### src/rtl/core/fbp_pkg.sv
// shared types, constants and helpers of the flow bandwidth policer
`default_nettype none
package fbp_pkg;

    localparam int unsigned FLOW_ENTRIES_DEF = 256;
    localparam int unsigned THR_W = 16;
    localparam int unsigned WIN_W = 32;
    localparam int unsigned LEN_W = 16;
    localparam int unsigned TIME_W = 64;
    localparam int unsigned PROD_W = TIME_W + THR_W;
    localparam int unsigned CFG_ADDR_W = 2;
    localparam int unsigned CFG_DATA_W = 32;

    localparam logic [THR_W-1:0] THR_RESET = 16'd1;
    localparam logic [WIN_W-1:0] WIN_RESET = 32'd1000000000;
    localparam logic [15:0] ETYPE_IPV4 = 16'h0800;
    localparam logic [7:0] PROTO_TCP = 8'd6;
    localparam logic [7:0] PROTO_UDP = 8'd17;
    localparam logic [LEN_W-1:0] MIN_ETH = 16'd14;
    localparam logic [LEN_W-1:0] MIN_IP = 16'd34;
    localparam logic [LEN_W-1:0] MIN_UDP = 16'd42;
    localparam logic [LEN_W-1:0] MIN_TCP = 16'd54;
    localparam logic [1:0] L4_TCP = 2'd1;
    localparam logic [1:0] L4_UDP = 2'd2;
    localparam logic [3:0] MUL_LAST = 4'(THR_W - 1);

    typedef enum logic [1:0] {
        V_PASS  = 2'd0,
        V_DROP  = 2'd1,
        V_ABORT = 2'd2,
        V_TX    = 2'd3
    } t_verdict;

    typedef enum logic [CFG_ADDR_W-1:0] {
        CFG_THRESHOLD = 2'd0,
        CFG_WINDOW    = 2'd1,
        CFG_PASS_TX   = 2'd2
    } t_cfg_reg;

    typedef enum logic [8:0] {
        S_CLEAR = 9'b000000001,
        S_IDLE  = 9'b000000010,
        S_CLASS = 9'b000000100,
        S_SCAN  = 9'b000001000,
        S_LAST  = 9'b000010000,
        S_EVAL  = 9'b000100000,
        S_MUL   = 9'b001000000,
        S_WRITE = 9'b010000000,
        S_DONE  = 9'b100000000
    } t_state;

    typedef struct packed {
        logic [15:0] frame_length;
        logic [15:0] ether_type;
        logic [7:0]  ip_protocol;
        logic [31:0] src_addr;
        logic [31:0] dst_addr;
        logic [15:0] sport;
        logic [15:0] dport;
        logic [63:0] now_ns;
    } t_item;

    typedef struct packed {
        logic        valid;
        logic [63:0] addr_key;
        logic [33:0] port_proto_key;
        logic [63:0] start_ns;
        logic [63:0] byte_count;
    } t_entry;

    typedef struct packed {
        logic     early;
        t_verdict verdict;
        logic [1:0] l4;
    } t_class;

    typedef struct packed {
        logic load;
        logic mem_clr;
        logic rd_en;
        logic cmp;
        logic scan_init;
        logic set_early;
        logic eval;
        logic write_fresh;
        logic mul_step;
        logic write_final;
        logic out_load;
    } t_dp_cmd;

    typedef struct packed {
        logic early;
        logic found;
        logic have_free;
        logic fresh;
        logic out_free;
    } t_dp_sts;

    function automatic t_class classify(input t_item it);
        t_class c;
        c.early = 1'b1;
        c.verdict = V_PASS;
        c.l4 = L4_TCP;
        if (it.frame_length == '0) begin
            c.verdict = V_ABORT;
        end else if (it.frame_length < MIN_ETH) begin
            c.verdict = V_DROP;
        end else if (it.ether_type != ETYPE_IPV4) begin
            c.verdict = V_PASS;
        end else if (it.frame_length < MIN_IP) begin
            c.verdict = V_DROP;
        end else if (it.ip_protocol == PROTO_UDP) begin
            c.l4 = L4_UDP;
            if (it.frame_length < MIN_UDP) c.verdict = V_DROP;
            else c.early = 1'b0;
        end else if (it.ip_protocol == PROTO_TCP) begin
            if (it.frame_length < MIN_TCP) c.verdict = V_DROP;
            else c.early = 1'b0;
        end
        return c;
    endfunction

endpackage
`default_nettype wire

### src/rtl/core/fbp_ctrl.sv
// sequencing state machine of the flow bandwidth policer
`default_nettype none
module fbp_ctrl import fbp_pkg::*; #(
    parameter int unsigned FLOW_ENTRIES = FLOW_ENTRIES_DEF,
    parameter int unsigned IDX_W = 8
) (
    input  wire logic             i_clk,
    input  wire logic             i_rst_n,
    input  wire logic             i_in_valid,
    output logic                  o_in_ready,
    input  wire t_dp_sts          i_sts,
    output t_dp_cmd               o_cmd,
    output logic [IDX_W-1:0]      o_addr
);

    localparam logic [IDX_W-1:0] LAST_IDX = IDX_W'(FLOW_ENTRIES - 1);

    t_state r_state, n_state;
    logic [IDX_W-1:0] r_cnt, n_cnt;
    logic [3:0] r_mcnt, n_mcnt;
    logic r_pend;

    always_ff @(posedge i_clk) begin
        if (!i_rst_n) begin
            r_state <= S_CLEAR;
            r_cnt <= '0;
            r_mcnt <= '0;
            r_pend <= 1'b0;
        end else begin
            r_state <= n_state;
            r_cnt <= n_cnt;
            r_mcnt <= n_mcnt;
            r_pend <= (r_state == S_SCAN);
        end
    end

    assign o_addr = r_cnt;
    assign o_in_ready = (r_state == S_IDLE);

    always_comb begin
        n_state = r_state;
        n_cnt = r_cnt;
        n_mcnt = r_mcnt;
        o_cmd = '0;
        o_cmd.cmp = r_pend;
        unique case (r_state)
            S_CLEAR: begin
                o_cmd.mem_clr = 1'b1;
                n_cnt = r_cnt + 1'b1;
                if (r_cnt == LAST_IDX) begin
                    n_cnt = '0;
                    n_state = S_IDLE;
                end
            end
            S_IDLE: begin
                if (i_in_valid) begin
                    o_cmd.load = 1'b1;
                    n_state = S_CLASS;
                end
            end
            S_CLASS: begin
                if (i_sts.early) begin
                    o_cmd.set_early = 1'b1;
                    n_state = S_DONE;
                end else begin
                    o_cmd.scan_init = 1'b1;
                    n_cnt = '0;
                    n_state = S_SCAN;
                end
            end
            S_SCAN: begin
                o_cmd.rd_en = 1'b1;
                n_cnt = r_cnt + 1'b1;
                if (r_cnt == LAST_IDX) begin
                    n_cnt = '0;
                    n_state = S_LAST;
                end
            end
            S_LAST: begin
                n_state = S_EVAL;
            end
            S_EVAL: begin
                o_cmd.eval = 1'b1;
                if (!i_sts.found && !i_sts.have_free) begin
                    n_state = S_DONE;
                end else if (i_sts.fresh) begin
                    o_cmd.write_fresh = 1'b1;
                    n_state = S_DONE;
                end else begin
                    n_mcnt = '0;
                    n_state = S_MUL;
                end
            end
            S_MUL: begin
                o_cmd.mul_step = 1'b1;
                n_mcnt = r_mcnt + 1'b1;
                if (r_mcnt == MUL_LAST) n_state = S_WRITE;
            end
            S_WRITE: begin
                o_cmd.write_final = 1'b1;
                n_state = S_DONE;
            end
            S_DONE: begin
                if (i_sts.out_free) begin
                    o_cmd.out_load = 1'b1;
                    n_state = S_IDLE;
                end
            end
            default: begin
                n_state = S_CLEAR;
                n_cnt = '0;
            end
        endcase
    end

endmodule
`default_nettype wire

### config.mk
export PLATFORM = sky130hd
export DESIGN_NAME = fbp_ctrl
export DESIGN_NICKNAME = d
export VERILOG_FILES = /design/src/rtl/core/fbp_pkg.sv /design/src/rtl/core/fbp_ctrl.sv
export SDC_FILE = /design/constraint.sdc
export NUM_CORES = 1
export LEC_CHECK = 0
export BUFFER_PORTS_ARGS = -buffer_cell sky130_fd_sc_hd__clkbuf_2
export CELL_PAD_IN_SITES_DETAIL_PLACEMENT = 2
export CELL_PAD_IN_SITES_GLOBAL_PLACEMENT = 2
export CORE_ASPECT_RATIO = 1.5
export CORE_UTILIZATION = 25
export CTS_CLUSTER_DIAMETER = 150
export DETAILED_ROUTE_END_ITERATION = 6
export PLACE_DENSITY_LB_ADDON = 0.1
export SETUP_SLACK_MARGIN = 0.4
export SYNTH_ARGS = -nofsm -noshare
export SYNTH_HDL_FRONTEND = slang
export SYNTH_SLANG_ARGS = --single-unit
### constraint.sdc
create_clock -name i_clk -period 6.5 [get_ports i_clk]
set_clock_uncertainty 0.1 [all_clocks]
set_input_delay 0 -clock i_clk [delete_from_list [all_inputs] [get_ports i_clk]]
set_output_delay 0 -clock i_clk [all_outputs]
set_load 0.01 [all_outputs]
## Word level (Yosys, flattened, before mapping)

Cells that the tools add are included.

- Register bits after elaboration: 22
- Word-level logic and storage cells: 64
- Output and inout port bits: 20
- Input bits: 8

- Eq/ne operators: 19
- Multiplexer cells: 29
- Reductions and logical operators: 9
- Bitwise operators: 1
- Add/subtract/negate cells: 2

Operator list:

| kind | count |
|---|---|
| $pmux 9 s9 | 1 |
| $mux 9 | 8 |
| $pmux 8 s3 | 1 |
| $mux 8 | 2 |
| $ne 2x2->1 const B | 7 |
| $mux 1 | 12 |
| $eq 9x1->1 const B | 1 |
| $eq 9x2->1 const B | 1 |
| $eq 9x3->1 const B | 1 |
| $eq 9x4->1 const B | 1 |
| $eq 9x5->1 const B | 1 |
| $eq 9x6->1 const B | 1 |
| $eq 9x7->1 const B | 1 |
| $eq 9x8->1 const B | 1 |
| $eq 9x9->1 const B | 1 |
| $add 8x1->8 const B | 1 |
| $eq 8x8->1 const B | 1 |
| $mux 4 | 2 |
| $pmux 4 s2 | 1 |
| $reduce_or 6->1 | 1 |
| $reduce_and 5->1 | 1 |
| $add 4x1->4 const B | 1 |
| $eq 4x4->1 const B | 1 |
| $mux 2 | 2 |
| other kinds (8) | 9 |

## Logic depth before layout (Yosys ltp)

- Depth after elaboration: 4
- Mapped depth: 7
- Depth with buffers taken out: 6

## Worst setup path before layout

Ideal clock, no wire load.

- Kind: register -> register
- From: register r_state[6]
- To: register r_cnt[5], in the netlist o_addr[5]
- Required time: 6.326 ns
- Cell stages (with the launch flop): 7
- Data arrival time: 1.989 ns
- Library setup time: 0.074 ns
- Slack: 4.337 ns
- Path through: dfxtp_1 -> buf_6 -> or4_4 -> or4_1 -> buf_2 -> or3_1 -> a31oi_1

- Longest elaborated chain between the ends: 4
- Elaborated cells between the ends (all ways): 15
- Those cells by class: eq/ne: 10; mux: 1; bitwise: 1; reduce/logical: 3

Ends and longest elaborated chain:

| item | line | source |
|---|---|---|
| from (decl) | fbp_ctrl.sv:18 | `t_state r_state, n_state;` |
| from (signal assigned) | fbp_ctrl.sv:30 | `r_state <= n_state;` |
| branches (longest 4 deep; another with $eq 9x2->1) | -- |  |
| to (signal assigned) | fbp_ctrl.sv:31 | `r_cnt <= n_cnt;` |
| to (decl) | fbp_ctrl.sv:19 | `logic [IDX_W-1:0] r_cnt, n_cnt;` |

Parallel ways; which one is timed is not known.
A chain may end at the register's enable or synchronous reset.

## Worst setup path in the final report

- From: register r_state[4]
- To: register r_cnt[5], in the netlist o_addr[5]

The elaborated chain is that of the path after synthesis.

==> summary.md <==
| Metric | Value |
|---|---|
| Headroom to the max-slew limit | `between 40% and 50%` |
| CP required | `between 6 and 7 ns` |
| Die Area | `5770 um^2` |
| Max cap viols | `0` |
| Vias in the first global route | `1531` |
| Total gr overflow | `0` |
| Average size of a mapped cell | `7.80 um^2` |
| CTS H-tree lvls | `1` |
| Mapped cell area | `1370 um^2` |
| CP delay by family, top | `simple AND/OR/NAND/NOR gates` |
| Max Slew Vio Count | `0` |
| Mean number of vias per cell | `about 5.4` |
| Distinct cells, synth | `47` |
| Clock buffer depth | `2` |
| Setup Viol. Count Final | `0` |
| # nets final | `approximately 210` |
| Critical path's slowest cell | `or4_1` |
| CTS tree | `built` |
| CP Cell Sequence | `or4_4 -> or4_1 -> nor2_1 -> nand3_1 -> a31oi_1` |
| Crit-path max cell delay | `0.67 ns` |
| CP Buf/Inv Count | `0` |
| CTS clk-pin slew, worst paths | `0.08 ns` |
| Asr flop ratio synth | `0%` |
| Die Span Y | `~90 um` |
| DRC Markers | `0` |
| Share of the synthesized area in the top cell type | `32.3%` |
| Final hold vios | `0` |
| EDFF count, synth | `0` |
| Setup CP Type | `reg2reg` |
| Post-synthesis sequential area ratio | `about a third` |
| Synth Register Bits | `22` |
| Clk_lat worst skew | `about 0.27 ns` |
| Crit Path Max Fanout | `9` |
| Worst Path Arrival | `between 2 and 3 ns` |
| Status | `finished clean` |
| Die X | `approximately 62 um` |
| Leakage | `between 0.6 and 0.7 nW` |
| Yosys top cell by area | `dfxtp_1` |
| GP Congestion | `approximately 0.74` |
| Worst-margin pin slew | `0.790 ns` |
| Inserted Clock Buffers | `3` |
| Drt first-iter violations | `20` |
| Largest net degree at the start of global routing | `19` |
| Min-Delay Path Class | `in2reg` |
| WL/cell | `roughly 17 um` |
| Clk root buf | `clkbuf_8` |
| Port buffer count | `27` |
| FILL cells | `between 600 and 700` |
| Fmax | `about 0.40 GHz` |
| Critical Path End Type | `flop` |
| Power density cells | `roughly 300 nW/um^2` |
| Clock Sinks | `22` |
| Total Wirelength | `around 4.4 mm` |
| Top cells by area, synth | `dfxtp_1 32%, nor2_1 4.9%, nand2_1 3.6%, or4_1 3.3%, nor3b_1 2.7%` |
| Core area | `around 5200 um^2` |
| Cell Rows | `32` |
| Post-route setup TNS | `0 ns` |
| Post-Place Worst Slack | `4.00 ns` |
| Syn_nets | `between 150 and 200` |
| GRT Total Usage | `between 10% and 20%` |
| Commonest non-fill, non-tap cell in the layout | `clkbuf_2` |
| Critical Path Start Type | `flop` |
| Fraction of layout cells with a size suffix above 1 | `approximately a fifth` |
| Fin crit share | `a little under 40%` |
| Area grow syn2layout | `15.9%` |
| Synth warnings | `0` |
| RSZ-0062 raised after global routing | `no` |
| Syn Inst Count | `roughly 180` |
| Final worst path period need | `between 2 and 2.5 ns` |
| # IOs | `28` |
| First-pass DRT Iterations | `4` |
| Post-DP HPWL | `around 3.5 mm` |
| First-pass GRT wire length | `around 7.5 mm` |
| Antenna diodes | `0` |
| Peak supply drop | `between 0.08 and 0.09 mV` |
| DR vias | `1413` |
| Antenna violations before repair | `0` |
| Final Worst Setup Slack | `~4 ns` |
| Starting Density | `26.2%` |
| Ys flop type | `dfxtp_1` |
| Most frequent cells in the layout | `27 x clkbuf_2, 22 x dfxtp_1, 18 x nor2_1, 13 x nand2_1, 9 x inv_1` |
| Post-route ant nets | `0` |
## flip-flops by register name, summed over array words and instances (netlist names)
name / cells
r_state: 9
o_addr: 8
r_mcnt: 4
r_pend: 1
## power breakdown
part | internal [mW] | switching (mW) | total [mW] | leakage, nW
sequential | 0.148 | 0.0301 | 0.178 | 0.178
combinational | 0.0779 | 0.114 | 0.192 | 0.480
clock | 0.0416 | 0.0497 | 0.0913 | 0.0216
total | 0.268 | 0.194 | 0.462 | 0.679
## routing by layer
metal | wire (um) | vias up | global-route usage [%]
li1 | - | 676 | -
met1 | 1800 | 712 | 17.1
met2 | 2490 | 20 | 33.2
met3 | 99 | 5 | 1.72
met4 | 59 | 0 | 5.23
met5 | 0 | - | 0
## worst register-to-register path: cells and delay by family (launching register included)
| kind | cells | cell delay, ns |
|---|---|---|
| simple gates | 4 | 1.77 |
| flops | 1 | 0.38 |
| compound gates | 1 | 0.18 |
## stage by stage
step           utilization, %  cells  hold slack [ns]  total power, mW  instance area, um^2
6_report                 30.4    263           0.0139            0.462                 1580
5_1_grt                  30.4    263           0.0455            0.498                 1580
4_1_cts                  30.4    263           0.0176            0.471                 1580
3_5_place_dp             29.4    259            0.219            0.377                 1530
3_3_place_gp             29.4    259            0.219            0.366                 1530
2_1_floorplan               -    175          -0.0451            0.315                 1370
## final timing paths
check,startpoint,end,slack [ns],cells past startpoint
hold / removal,i_sts[1],r_state[6],0.01,4
setup / recovery,r_state[4],o_addr[5],4.00,5
setup reg to reg,r_state[4],o_addr[5],4.00,5
hold reg to reg,o_addr[7],o_addr[7],0.39,2
## final cells by class
class | count | area [um^2] | share of cell area [%]
inverters | 9 | 33.8 | 2.13
multi-input cells | 133 | 837 | 52.9
flip-flops and latches | 22 | 440 | 27.8
repair buffers | 28 | 145 | 9.17
clock buffers | 3 | 41.3 | 2.61
well taps | 68 | 85.1 | 5.38
## cell usage after synthesis, types with 5 or more instances
| cell | number |
|---|---|
| dfxtp_1 | 22 |
| nand3_1 | 6 |
| clkbuf_1 | 8 |
| nor4_1 | 5 |
| nor2_1 | 18 |
| o21ai_0 | 7 |
| or4_1 | 6 |
| nor3b_1 | 5 |
| or3_1 | 5 |
| a21oi_1 | 7 |
| nand2_1 | 13 |
| inv_1 | 9 |
## cell families (layout without fill, tap and decap cells)
family,count (synthesis),in the layout,share of synthesized area (%)
AOI/OAI and AO/OA,35,35,17.5
muxes,1,1,0.733
and+or+nand+nor,88,88,36.8
DFF,22,22,32.3
xor gates and xnor gates,7,7,4.49
buffers and inverters,20,40,6.42
adders and majority gates,2,2,1.83
## repair_timing
item,CTS,global route
setup buffers,0,0
gates resized for setup,0,0
hold buffers,1,0
endpoints found under the hold margin,1,0
Note: power is estimated with default switching activity, not from simulation.
